File: src/hdl/obm_pkg.sv
// Shared types and constants for the order book matching block.
// No dependencies.
`default_nettype none
package obm_pkg;

  localparam int OBM_BOOK_DEPTH  = 32;
  localparam int OBM_QUEUE_DEPTH = 2;
  localparam int PRICE_W = 31;
  localparam int QTY_W   = 31;
  localparam int TAG_W   = 32;

  localparam logic [1:0] REQ_NEW    = 2'd0;
  localparam logic [1:0] REQ_MODIFY = 2'd1;
  localparam logic [1:0] REQ_CANCEL = 2'd2;
  localparam logic [1:0] REQ_UNUSED = 2'd3;

  localparam logic KIND_TRADE  = 1'b0;
  localparam logic KIND_STATUS = 1'b1;

  localparam logic SIDE_BID = 1'b0;
  localparam logic SIDE_ASK = 1'b1;

  typedef enum logic [1:0] {
    OP_NEW,
    OP_MODIFY,
    OP_CANCEL,
    OP_IGNORE
  } op_t;

  typedef struct packed {
    op_t                op;
    logic               side;
    logic               ioc;
    logic [PRICE_W-1:0] price;
    logic [QTY_W-1:0]   qty;
    logic [TAG_W-1:0]   tag;
  } req_entry_t;

  typedef enum logic [2:0] {
    ST_IDLE,
    ST_CXL_BID,
    ST_CXL_ASK,
    ST_MATCH,
    ST_STATUS
  } back_state_t;

endpackage
`default_nettype wire

File: src/hdl/obm_front.sv
// Front end: takes requests on the command port and decodes them into queue entries.
// Depends on obm_pkg.
`default_nettype none
module obm_front
  import obm_pkg::*;
(
  input  wire logic               start,
  input  wire logic [1:0]         req_type,
  input  wire logic               side,
  input  wire logic               immediate_or_cancel,
  input  wire logic [PRICE_W-1:0] limit_price,
  input  wire logic [QTY_W-1:0]   order_qty,
  input  wire logic [TAG_W-1:0]   order_tag,
  input  wire logic               queue_full,
  output logic                    busy,
  output logic                    push,
  output req_entry_t              entry
);

  op_t op;

  always_comb begin
    unique case (req_type)
      REQ_NEW:    op = OP_NEW;
      REQ_MODIFY: op = OP_MODIFY;
      REQ_CANCEL: op = OP_CANCEL;
      default:    op = OP_IGNORE;
    endcase
  end

  assign busy = queue_full;
  assign push = start && !queue_full;

  always_comb begin
    entry.op    = op;
    entry.side  = side;
    // modify always re-enters as good for day
    entry.ioc   = (op == OP_MODIFY) ? 1'b0 : immediate_or_cancel;
    entry.price = limit_price;
    // requests that never rest carry no quantity
    entry.qty   = (op == OP_NEW || op == OP_MODIFY) ? order_qty : '0;
    entry.tag   = order_tag;
  end

endmodule
`default_nettype wire

File: config.mk
export PLATFORM = sky130hd
export DESIGN_NAME = obm_front
export DESIGN_NICKNAME = d
export VERILOG_FILES = /design/src/hdl/obm_pkg.sv /design/src/hdl/obm_front.sv
export SDC_FILE = /design/constraint.sdc
export NUM_CORES = 1
export LEC_CHECK = 0
export ABC_AREA = 0
export ABC_CLOCK_PERIOD_IN_PS = 800
export BUFFER_PORTS_ARGS = -buffer_cell sky130_fd_sc_hd__buf_2
export CORE_MARGIN = 8
export CORE_UTILIZATION = 19
export DETAILED_ROUTE_END_ITERATION = 8
export MAX_ROUTING_LAYER = met4
export PLACE_DENSITY = 0.85
export SYNTH_ARGS = -nofsm -noshare
export SYNTH_HDL_FRONTEND = slang
export SYNTH_SLANG_ARGS = --single-unit
File: constraint.sdc
create_clock -name vclk -period 0.8
set_input_delay 0.08 -clock vclk [all_inputs]
set_output_delay 0.08 -clock vclk [all_outputs]
set_load 0.02 [all_outputs]
==> impl_results.md <==
* First-pass GRT wire length at 3190 microns
* Max Cap Viol at 0
* Layout cells sized above 1 at 70.1%
* Layout area overhead at -9.97%
* Hold_buf cts at 0
* Peak VDD IR at 0.104 mV
* Post-Syn Instances at 104
* Multi-input logic area at 211 sq um
* Critical Path End Type: output pin
* Number of diodes at 0
* Fin. Hold Viols at 0
* Core region area at 0.00366 sq mm
* Final core area utilization at 17.9%
* DR WL/cell at 14.3 microns
* Post-CTS Setup Bufs at 0
* Unique masters post-synth at 6
* Non-Filler Instances at 155
* Max Freq at 1330 MHz
* Worst Path Max Fanout at 33
* Largest area contributor in the netlist: buf_4
* Clock power frac at 0%
* Power per cell area at 606 mW/mm^2
* Reg power frac at 0%
* Placed cells at 155
* DRT antenna net count at 0
* Post-DP Area at 656 sq um
* Max Transition Viols Final at 0
* Most frequent cells after synthesis: buf_4 (66), nor2b_1 (32), buf_2 (2), clkbuf_1 (2)
* Worst Path Required at 0.72 ns
* Period Utilization, post-route at 93.8%
* Reg area at 0 sq um
* Critical path startpoint category: input pin
* Hold slack at 0.160 ns
* Fillers at 420
* Finished Cell Area at 656 sq um
* DR DRC count at 0
* Via count at 575
* Largest net degree at the start of global routing at 34
* Vias in the first global route at 606
* Hold WC Path Type: in -> out
* Initial antenna violation count at 0
* Synth top area share at 68.0%
* RSZ-0062 raised after global routing: no
* Die height at 77.9 microns
* Gp weighted congestion at 0.638
* Worst-Margin Slew at 0.135 ns
* Tmin final at 0.750 ns
* Setup TNS at 0 ns
* # rows at 22
* Final setup viols at 0
* Net Sw Frac at 55.5%
* Post-CTS sizing at 0
* Leakage power at 0.397 nW
* Top post-synthesis cells by area: buf_4 (68%), nor2b_1 (27%), a21boi_2 (1.5%), buf_2 (1.4%), clkbuf_1 (1.0%)
* Pre-CTS setup slack at 0.0353 ns
* GRT Total Usage at 6.30%
* Die Area at 0.00607 sq mm
* Synth warnings at 0
* Clkbuf count at 0
* Initial detailed-routing violation count at 15
* Critical setup path kind: in -> out
* Fin worst setup slack at 0.0495 ns
* I/O pin cnt at 200
* Total power at 0.397 mW
* Drt pass-1 iters at 2
* Logic pwr share at 100.0%
* Total congestion overflow at 0
* Worst EP arrival at 0.67 ns
* Final Routed Wirelength at 2220 microns
* # nets final at 209
* Seq Cell Count at 0
* Post-synthesis sequential area ratio at 0%
* Mean Syn Cell Area at 7.00 sq um
* Post-Syn Area at 728 sq um
* Relative slew margins at 91.0%
* Syn Nets at 204
* P_int at 0.177 mW
* Most common cell in the netlist: buf_4
* Worst hold path depth at 0
* IO buf count at 72
* DR vias/cell at 3.71
* Die width at 77.9 microns
* Dpl hpwl at 1960 microns
* Status: completed
* Initial core utilization at 19.9%
* NetSw at 0.220 mW
==> path summary, 6_finish.rpt <==
path / from / end / slack, ns
hold / removal: limit_price[30] / entry[93] / 0.16
setup / recovery: req_type[1] / entry[94] / 0.05
==> routing by layer <==
metal	share of wire, %	vias to the layer above	GRT usage, %
met1	24	231	3.94
met3	19	38	4.15
met4	11	0	7.22
met2	45	57	10.4
li1	-	249	-
met5	0	-	-
==> final cells by class <==
class	count	area share (%)
inverters	1	0.573
repair buffers	73	58.0
well taps	48	9.16
multi-input cells	33	32.3
==> critical path, stage by stage <==
cell,delay (ns)
buf_2,0.10
buf_12,0.17
inv_2,0.05
a21boi_2,0.10
buf_2,0.17
==> power by group through the flow <==
stage	Combinational, mW	Sequential [mW]	Clock (mW)
floorplan	0.689	0	0
global placement	0.399	0	0
detailed placement	0.405	0	0
CTS	0.406	0	0
global route	0.432	0	0
finish	0.397	0	0
==> placed cells by master (no fill, tap or decap), drive strengths merged <==
cell,Yosys,routed
inv,1,1
buf,68,73
nor2b,32,32
a21boi,1,1
==> logic make-up after synthesis <==
logic type | count (synthesis) | synth area share, %
AO/OA/AOI/OAI | 1 | 1.55
buffers and inverters | 71 | 71.0
AND/OR/NAND/NOR | 32 | 27.5
Note: power is estimated with default switching activity, not from simulation.
