$ cat src/hdl/obm_pkg.sv
// Shared types and constants for the order book matching block.
// No dependencies.
`default_nettype none
package obm_pkg;

  localparam int OBM_BOOK_DEPTH  = 32;
  localparam int OBM_QUEUE_DEPTH = 2;
  localparam int PRICE_W = 31;
  localparam int QTY_W   = 31;
  localparam int TAG_W   = 32;

  localparam logic [1:0] REQ_NEW    = 2'd0;
  localparam logic [1:0] REQ_MODIFY = 2'd1;
  localparam logic [1:0] REQ_CANCEL = 2'd2;
  localparam logic [1:0] REQ_UNUSED = 2'd3;

  localparam logic KIND_TRADE  = 1'b0;
  localparam logic KIND_STATUS = 1'b1;

  localparam logic SIDE_BID = 1'b0;
  localparam logic SIDE_ASK = 1'b1;

  typedef enum logic [1:0] {
    OP_NEW,
    OP_MODIFY,
    OP_CANCEL,
    OP_IGNORE
  } op_t;

  typedef struct packed {
    op_t                op;
    logic               side;
    logic               ioc;
    logic [PRICE_W-1:0] price;
    logic [QTY_W-1:0]   qty;
    logic [TAG_W-1:0]   tag;
  } req_entry_t;

  typedef enum logic [2:0] {
    ST_IDLE,
    ST_CXL_BID,
    ST_CXL_ASK,
    ST_MATCH,
    ST_STATUS
  } back_state_t;

endpackage
`default_nettype wire

$ cat src/hdl/obm_queue.sv
// Short request queue between the front end and the matching back end.
// Depends on obm_pkg.
`default_nettype none
module obm_queue
  import obm_pkg::*;
(
  input  wire logic       clk,
  input  wire logic       rst,
  input  wire logic       push,
  input  req_entry_t      push_entry,
  input  wire logic       pop,
  output logic            full,
  output logic            valid,
  output req_entry_t      head
);

  localparam int PW = (OBM_QUEUE_DEPTH > 1) ? $clog2(OBM_QUEUE_DEPTH) : 1;
  localparam int CW = $clog2(OBM_QUEUE_DEPTH + 1);

  req_entry_t     slots [OBM_QUEUE_DEPTH];
  logic [PW-1:0]  wr_ptr;
  logic [PW-1:0]  rd_ptr;
  logic [CW-1:0]  fill;

  function automatic logic [PW-1:0] ptr_inc(input logic [PW-1:0] p);
    ptr_inc = (p == PW'(OBM_QUEUE_DEPTH - 1)) ? '0 : p + PW'(1);
  endfunction

  assign full  = (fill == CW'(OBM_QUEUE_DEPTH));
  assign valid = (fill != '0);
  assign head  = slots[rd_ptr];

  always_ff @(posedge clk) begin
    if (rst) begin
      wr_ptr <= '0;
      rd_ptr <= '0;
      fill   <= '0;
    end else begin
      if (push) wr_ptr <= ptr_inc(wr_ptr);
      if (pop)  rd_ptr <= ptr_inc(rd_ptr);
      if (push && !pop)      fill <= fill + CW'(1);
      else if (pop && !push) fill <= fill - CW'(1);
    end
  end

  always_ff @(posedge clk) begin
    if (push) slots[wr_ptr] <= push_entry;
  end

endmodule
`default_nettype wire

$ cat config.mk
export PLATFORM = sky130hd
export DESIGN_NAME = obm_queue
export DESIGN_NICKNAME = d
export VERILOG_FILES = /design/src/hdl/obm_pkg.sv /design/src/hdl/obm_queue.sv
export SDC_FILE = /design/constraint.sdc
export NUM_CORES = 1
export LEC_CHECK = 0
export BUFFER_PORTS_ARGS = -buffer_cell sky130_fd_sc_hd__buf_2
export CORE_MARGIN = 10
export CORE_UTILIZATION = 32
export CTS_CLUSTER_SIZE = 8
export DETAILED_ROUTE_END_ITERATION = 16
export PLACE_DENSITY_LB_ADDON = 0.12
export SLEW_MARGIN = 10
export SYNTH_ARGS = -nofsm -noshare
export SYNTH_HDL_FRONTEND = slang
export SYNTH_SLANG_ARGS = --single-unit
$ cat constraint.sdc
create_clock -name clk -period 8.8 [get_ports clk]
set_input_delay 0.88 -clock clk [delete_from_list [all_inputs] [get_ports clk]]
set_output_delay 0.88 -clock clk [all_outputs]
set_load 0.005 [all_outputs]
==> results.json, run 1 <==
{
  "synth_cell_types": 17,
  "critPathBufInv": 2,
  "avgSynthCellArea_sq_um": 22.48,
  "area_growth_pct": 28.62,
  "num_rows": 55,
  "skew_ps": 11.09,
  "yosys_warnings": 0,
  "synth_fa_ha_area_share_pct": 0.1702,
  "crit_chain": "buf_4, mux2_2, buf_2",
  "timing.slew.headroom_pct": 27.05,
  "timing.rr.end": "slots[1][24]",
  "period_share_pct": 40.33,
  "cts_setup_buffers": 0,
  "dr_total_vias": 3748,
  "r2r_start": "wr_ptr",
  "ioPinCount": 202,
  "path_clk_slew_ps": 50,
  "status": "finished clean",
  "ctsResizeCount": 0,
  "min_path_type": "reg -> reg",
  "numCtsBuffers": 29,
  "finalMaxSlewViolations": 0,
  "synth-main-ff-cell": "edfxtp_1",
  "cts_buffer_depth": 3,
  "place_congestion": 0.7253,
  "reg2reg_depth": 2,
  "avgRoutedWirePerCell_microns": 18.84,
  "crit_type": "reg -> out",
  "worstSetupEndpointType": "output pin",
  "vias_per_cell": 4.420,
  "cts_tree": "built",
  "wl_met2_microns": 7480,
  "ctsHtreeMaxLevel": 1,
  "grt_usage_pct": 10.40,
  "worst_slack_ps": 5251,
  "synth_nets": 430,
  "synthArstFlopShare_pct": 0,
  "drive_above_1_share_pct": 59.96,
  "synth.largest_area_cell": "edfxtp_1",
  "dp_slack_ps": 5722,
  "coreArea_sq_um": 22640,
  "r2r_slack_ps": 6640,
  "fin_tns_setup_ps": 0,
  "yosysTopAreaCellShare_pct": 80.05,
  "initialDrtViolationCount": 125,
  "met1_length_microns": 6455,
  "grt.overflow.total": 0,
  "grt_max_degree": 70,
  "min_from": "rd_ptr",
  "cts_hold_buf": 0,
  "cts_num_sinks": 201,
  "drtPass1Iterations": 4,
  "postRouteAntennaNets": 0,
  "start_kind": "flop",
  "die_area_sq_um": 29440,
  "cap_violations": 0,
  "clk_latency_ps": 510,
  "wl_met3_microns": 1689,
  "ys_ff_latch": 201,
  "power.density_nw_per_um2": 242.9,
  "syn_inst": 327,
  "synth_edf_count": 196,
  "holdPathStages": 2,
  "nNetsFinal": 655,
  "yosysMostFrequentCell": "edfxtp_1",
  "rsz0062_at_grt": "false",
  "worst_pin_slew_ps": 1094,
  "synth_top_family_by_area": "multiplexers",
  "grt_pass1_wl_microns": 23580,
  "crit_fanout": 69,
  "cts_root_buf": "clkbuf_16",
  "die_h_microns": 171.6,
  "synthSimpleGateAreaFrac_pct": 0.6297,
  "period_needed_ps": 3549,
  "netlist_area_sq_um": 7352,
  "required_ps": 7920,
  "fmax_ghz": 0.2818,
  "synth_seq_area_share_pct": 81.42,
  "die_w_microns": 171.6,
  "wl_microns": 15980,
  "p_leak_nw": 3.569,
  "top_layer": "met5",
  "grt_antenna_before_repair": 1,
  "dp_hpwl_microns": 10790,
  "grt_pass1_vias": 4150,
  "whs_endpoint": "rd_ptr",
  "synth_area_leaders": "edfxtp_1 80%, mux2_2 12%, mux2_4 4.1%",
  "post-route-drc-count": 0,
  "hold_viol_final": 0,
  "slowest_stage": "buf_4",
  "cp_data_arrival_time_ps": 2670,
  "synth_compound_area_share_pct": 0.1361,
  "setup_viol": 0,
  "holdWs_ps": 511.7,
  "critPathMaxStageDelay_ps": 850,
  "synth_xor_area_share_pct": 0.4765,
  "start_util_pct": 32.47,
  "cp_top_family": "buffers and inverters",
  "synthMuxAreaShare_pct": 16.03,
  "synth_common_cells": "196 x edfxtp_1, 78 x mux2_2, 20 x mux2_4",
  "ir_worst_vdd_mv": 0.1430,
  "numPortBuffers": 201
}
cell families (layout without fill, tap and decap cells):
logic type | count (synthesis) | in the layout
xor gates and xnor gates | 4 | 4
adders and majority gates | 1 | 1
AOI/OAI and AO/OA | 2 | 2
muxes | 98 | 98
DFF | 201 | 201
and+or+nand+nor | 9 | 9
buffers and inverters | 12 | 247
other | 0 | 1
placed cells by master (no fill, tap or decap):
master,n
a21oi_1,1
and2_4,1
buf_2,201
buf_4,4
clkbuf_1,11
clkbuf_16,29
clkinv_4,1
dfxtp_1,4
dfxtp_4,1
diode_2,1
edfxtp_1,196
ha_1,1
inv_1,1
mux2_2,78
mux2_4,20
nor2_1,4
nor2b_1,1
nor2b_4,1
o21ai_0,1
or2_2,1
or3_1,1
xnor2_1,2
xor2_1,2
sequential cells by signal, summed over array words and instances, names as in the netlist, named ones only:
register,cells
wr_ptr,1
fill,2
rd_ptr,1
slots,196
worst reg2reg max path: stages (launching register included):
cell and delay, ps:
dfxtp_1 400, and2_4 590, buf_4 740
power by group:
group / leakage [nW] / total [mW] / switching (mW) / internal [mW]
clock: 0.374 / 0.945 / 0.355 / 0.590
combinational: 1.31 / 0.213 / 0.103 / 0.110
sequential: 1.88 / 1.14 / 0.0184 / 1.12
total: 3.57 / 2.30 / 0.476 / 1.82
how the worst max path moves through the flow:
stage,to,depth (start not counted)
floorplan,slots[0][0],1
global placement,head[27],3
detailed placement,head[27],3
CTS,head[27],3
global route,head[81],3
finish,head[81],3
metal layers:
metal | track usage [%] | vias to the layer above
met5 | 0 | -
met4 | 3.025 | 2
li1 | - | 1739
met2 | 16.65 | 147
met3 | 4.424 | 35
met1 | 12.50 | 1825
final cells by class:
| class | instances | area (sq um) |
|---|---|---|
| inverters | 1 | 3.754 |
| clock buffers | 40 | 767.0 |
| clock inverters | 1 | 8.758 |
| diodes | 1 | 2.502 |
| multi-input cells | 114 | 1292 |
| flip-flops and latches | 201 | 5989 |
| well taps | 285 | 356.6 |
| fillers | 2086 | 13180 |
| repair buffers | 205 | 1036 |
per-stage QoR:
stage	power [mW]	utilization, %	area [sq um]	std cells
6_report	2.297	41.77	9457	848
3_3_place_gp	1.375	38.33	8678	806
4_1_cts	2.345	41.76	9454	847
3_5_place_dp	1.379	38.33	8678	806
5_1_grt	2.405	41.76	9454	847
2_1_floorplan	1.272	-	7352	327
Note: power is estimated with default switching activity, not from simulation.
==> run 2, diff against run 1 <==
==> constraint.sdc (replaced) <==
create_clock -name clk -period 3.4 [get_ports clk]
set_input_delay 0.34 -clock clk [delete_from_list [all_inputs] [get_ports clk]]
set_output_delay 0.34 -clock clk [all_outputs]
set_load 0.005 [all_outputs]
==> run 2 against run 1 <==
Sequential power grew to 2.6 times the previous value. Largest power group unchanged. Critical path depth stayed put. Highest routed layer is now met4. Global-route usage grew 0.75 points. Non-clock buffer count is 93 higher. Clock-buffer cell count unchanged. Design area increased by 10%. Die area unchanged.
==> results.json, run 2 (same netlist as run 1, synthesis figures left out) <==
{
  "dr_total_vias": 4114,
  "largest_reg_flops": 196,
  "timing.slew.headroom_pct": 45.32,
  "start_util_pct": 32.47,
  "placedCellCount": 811,
  "vias_per_cell": 4.377,
  "die_w_microns": 171.6,
  "fin_tns_setup_ps": 0,
  "reg2reg_depth": 2,
  "critPathBufInv": 2,
  "period_needed_ps": 2605,
  "die_h_microns": 171.6,
  "power.density_nw_per_um2": 583.2,
  "drive_above_1_share_pct": 52.21,
  "whs_endpoint": "slots[1][12]",
  "p_leak_nw": 3.971,
  "cts_buffer_depth": 3,
  "ctsHtreeMaxLevel": 1,
  "gr-usage-met1_pct": 14.08,
  "top_usage_layer": "met2",
  "min_from": "push_entry[12]",
  "power_frac_clock_pct": 40.7,
  "avgRoutedWirePerCell_microns": 18.12,
  "coreArea_sq_um": 22640,
  "met3_usage_pct": 4.446,
  "met2_usage_pct": 17.36,
  "post-route-drc-count": 0,
  "hold_viol_final": 0,
  "die_area_sq_um": 29440,
  "cp_data_arrival_time_ps": 2270,
  "antenna_cells": 0,
  "area_growth_pct": 41.42,
  "start_kind": "flop",
  "cts_tree": "built",
  "dp_hpwl_microns": 11290,
  "crit_chain": "buf_4, mux2_2, buf_2",
  "r2r_start": "wr_ptr",
  "grt_max_degree": 56,
  "grt_pass1_wl_microns": 25800,
  "dpl_cell_area_sq_um": 8741,
  "ioPinCount": 202,
  "p_sw_mw": 1.277,
  "postRouteAntennaNets": 0,
  "clk_latency_ps": 520,
  "required_ps": 3060,
  "place_congestion": 0.7411,
  "status": "finished clean",
  "timing.rr.end": "slots[1][75]",
  "path_clk_slew_ps": 50,
  "grt.overflow.total": 0,
  "crit_fanout": 51,
  "setup_viol": 0,
  "fmax_ghz": 0.3838,
  "worstSetupEndpointType": "output pin",
  "largest_register": "slots",
  "grt_usage_pct": 11.15,
  "cts_num_sinks": 201,
  "nNetsFinal": 748,
  "grt_pass1_vias": 4615,
  "crit_type": "reg -> out",
  "numPortBuffers": 201,
  "p_int_mw": 4.786,
  "mostFrequentLayoutCells": "201 x buf_2, 196 x edfxtp_1, 88 x dlygate4sd3_1",
  "cts_root_buf": "clkbuf_16",
  "critPathMaxStageDelay_ps": 880,
  "r2r_slack_ps": 1590,
  "top_regs": "slots x196, fill x2",
  "cap_violations": 0,
  "power.share.sequential_pct": 48.8,
  "holdPathStages": 1,
  "p_total_mw": 6.063,
  "cp_top_family": "flip-flops",
  "worst_pin_slew_ps": 820.2,
  "slowest_stage": "dfxtp_4",
  "final_common_cell": "buf_2",
  "rsz0062_at_grt": "false",
  "design_area_sq_um": 10400,
  "period_share_pct": 76.63,
  "numCtsBuffers": 29,
  "holdWs_ps": 25.16,
  "cts_setup_buffers": 0,
  "comb_power_share_pct": 10.5,
  "ir_worst_vdd_mv": 0.3997,
  "min_path_type": "in -> reg",
  "wl_microns": 17030,
  "grt_antenna_before_repair": 0,
  "final_cells": 940,
  "drtPass1Iterations": 4,
  "initialDrtViolationCount": 167,
  "num_rows": 55,
  "switching_share_pct": 21.07,
  "finalMaxSlewViolations": 0,
  "skew_ps": 11.06
}
## run 2: cell count changes in the layout (fill, tap and decap cells not counted)
| cell | change |
|---|---|
| buf_12 | +2 |
| buf_4 | +3 |
| diode_2 | -1 |
| dlygate4sd3_1 | +88 |
## run 2: worst register-to-register path: cells and delay by family, from the launching register on
| family | cells | cell delay, ps |
|---|---|---|
| buf+inv | 1 | 410 |
| flops | 1 | 400 |
| simple gates | 1 | 670 |
## run 2: metrics by stage
| stage | setup slack, ps | utilization [%] |
|---|---|---|
| floorplan | 64.72 | - |
| CTS | 712.4 | 45.88 |
| detailed placement | 1267 | 38.61 |
| finish | 794.5 | 45.92 |
| global route | 633.2 | 45.92 |
| global placement | 1310 | 38.61 |
## run 2: cell type report
type	instances	area, sq um
Clock inverter	1	8.758
Inverter	1	3.754
Sequential cell	201	5989
Tap cell	285	356.6
Timing Repair Buffer	298	1979
Fill cell	1980	12240
Multi-Input combinational cell	114	1292
Clock buffer	40	767.0
## run 2: routing by layer
layer / routed length (microns) / share of wire [%] / vias up
met2: 7648 / 45 / 171
li1: - / - / 1927
met5: 0 / 0 / -
met3: 1842 / 11 / 33
met4: 376 / 2.2 / 0
met1: 7162 / 42 / 1983
## run 2: power groups by stage
stage / Combinational [mW] / Sequential, mW / Clock (mW)
5_1_grt: 0.702 / 2.97 / 2.65
6_report: 0.638 / 2.96 / 2.47
3_3_place_gp: 0.563 / 3.00 / 0
3_5_place_dp: 0.573 / 3.01 / 0
2_1_floorplan: 0.307 / 2.98 / 0
4_1_cts: 0.657 / 2.96 / 2.57
## run 2: what timing repair did
action                    4_1_cts  5_1_grt
hold endpoints to repair      172        2
hold buffers                   87        1
gates resized for setup         0        0
## run 2: worst max path at each step
stage                     from          end  slack, ps  cells after the start
after floorplan           push  slots[0][0]         60                      1
after global placement    flop     head[50]       1310                      3
after detailed placement  flop     head[51]       1270                      3
after CTS                 flop     head[25]        710                      3
after global routing      flop     head[30]        630                      3
final                     flop     head[51]        790                      3
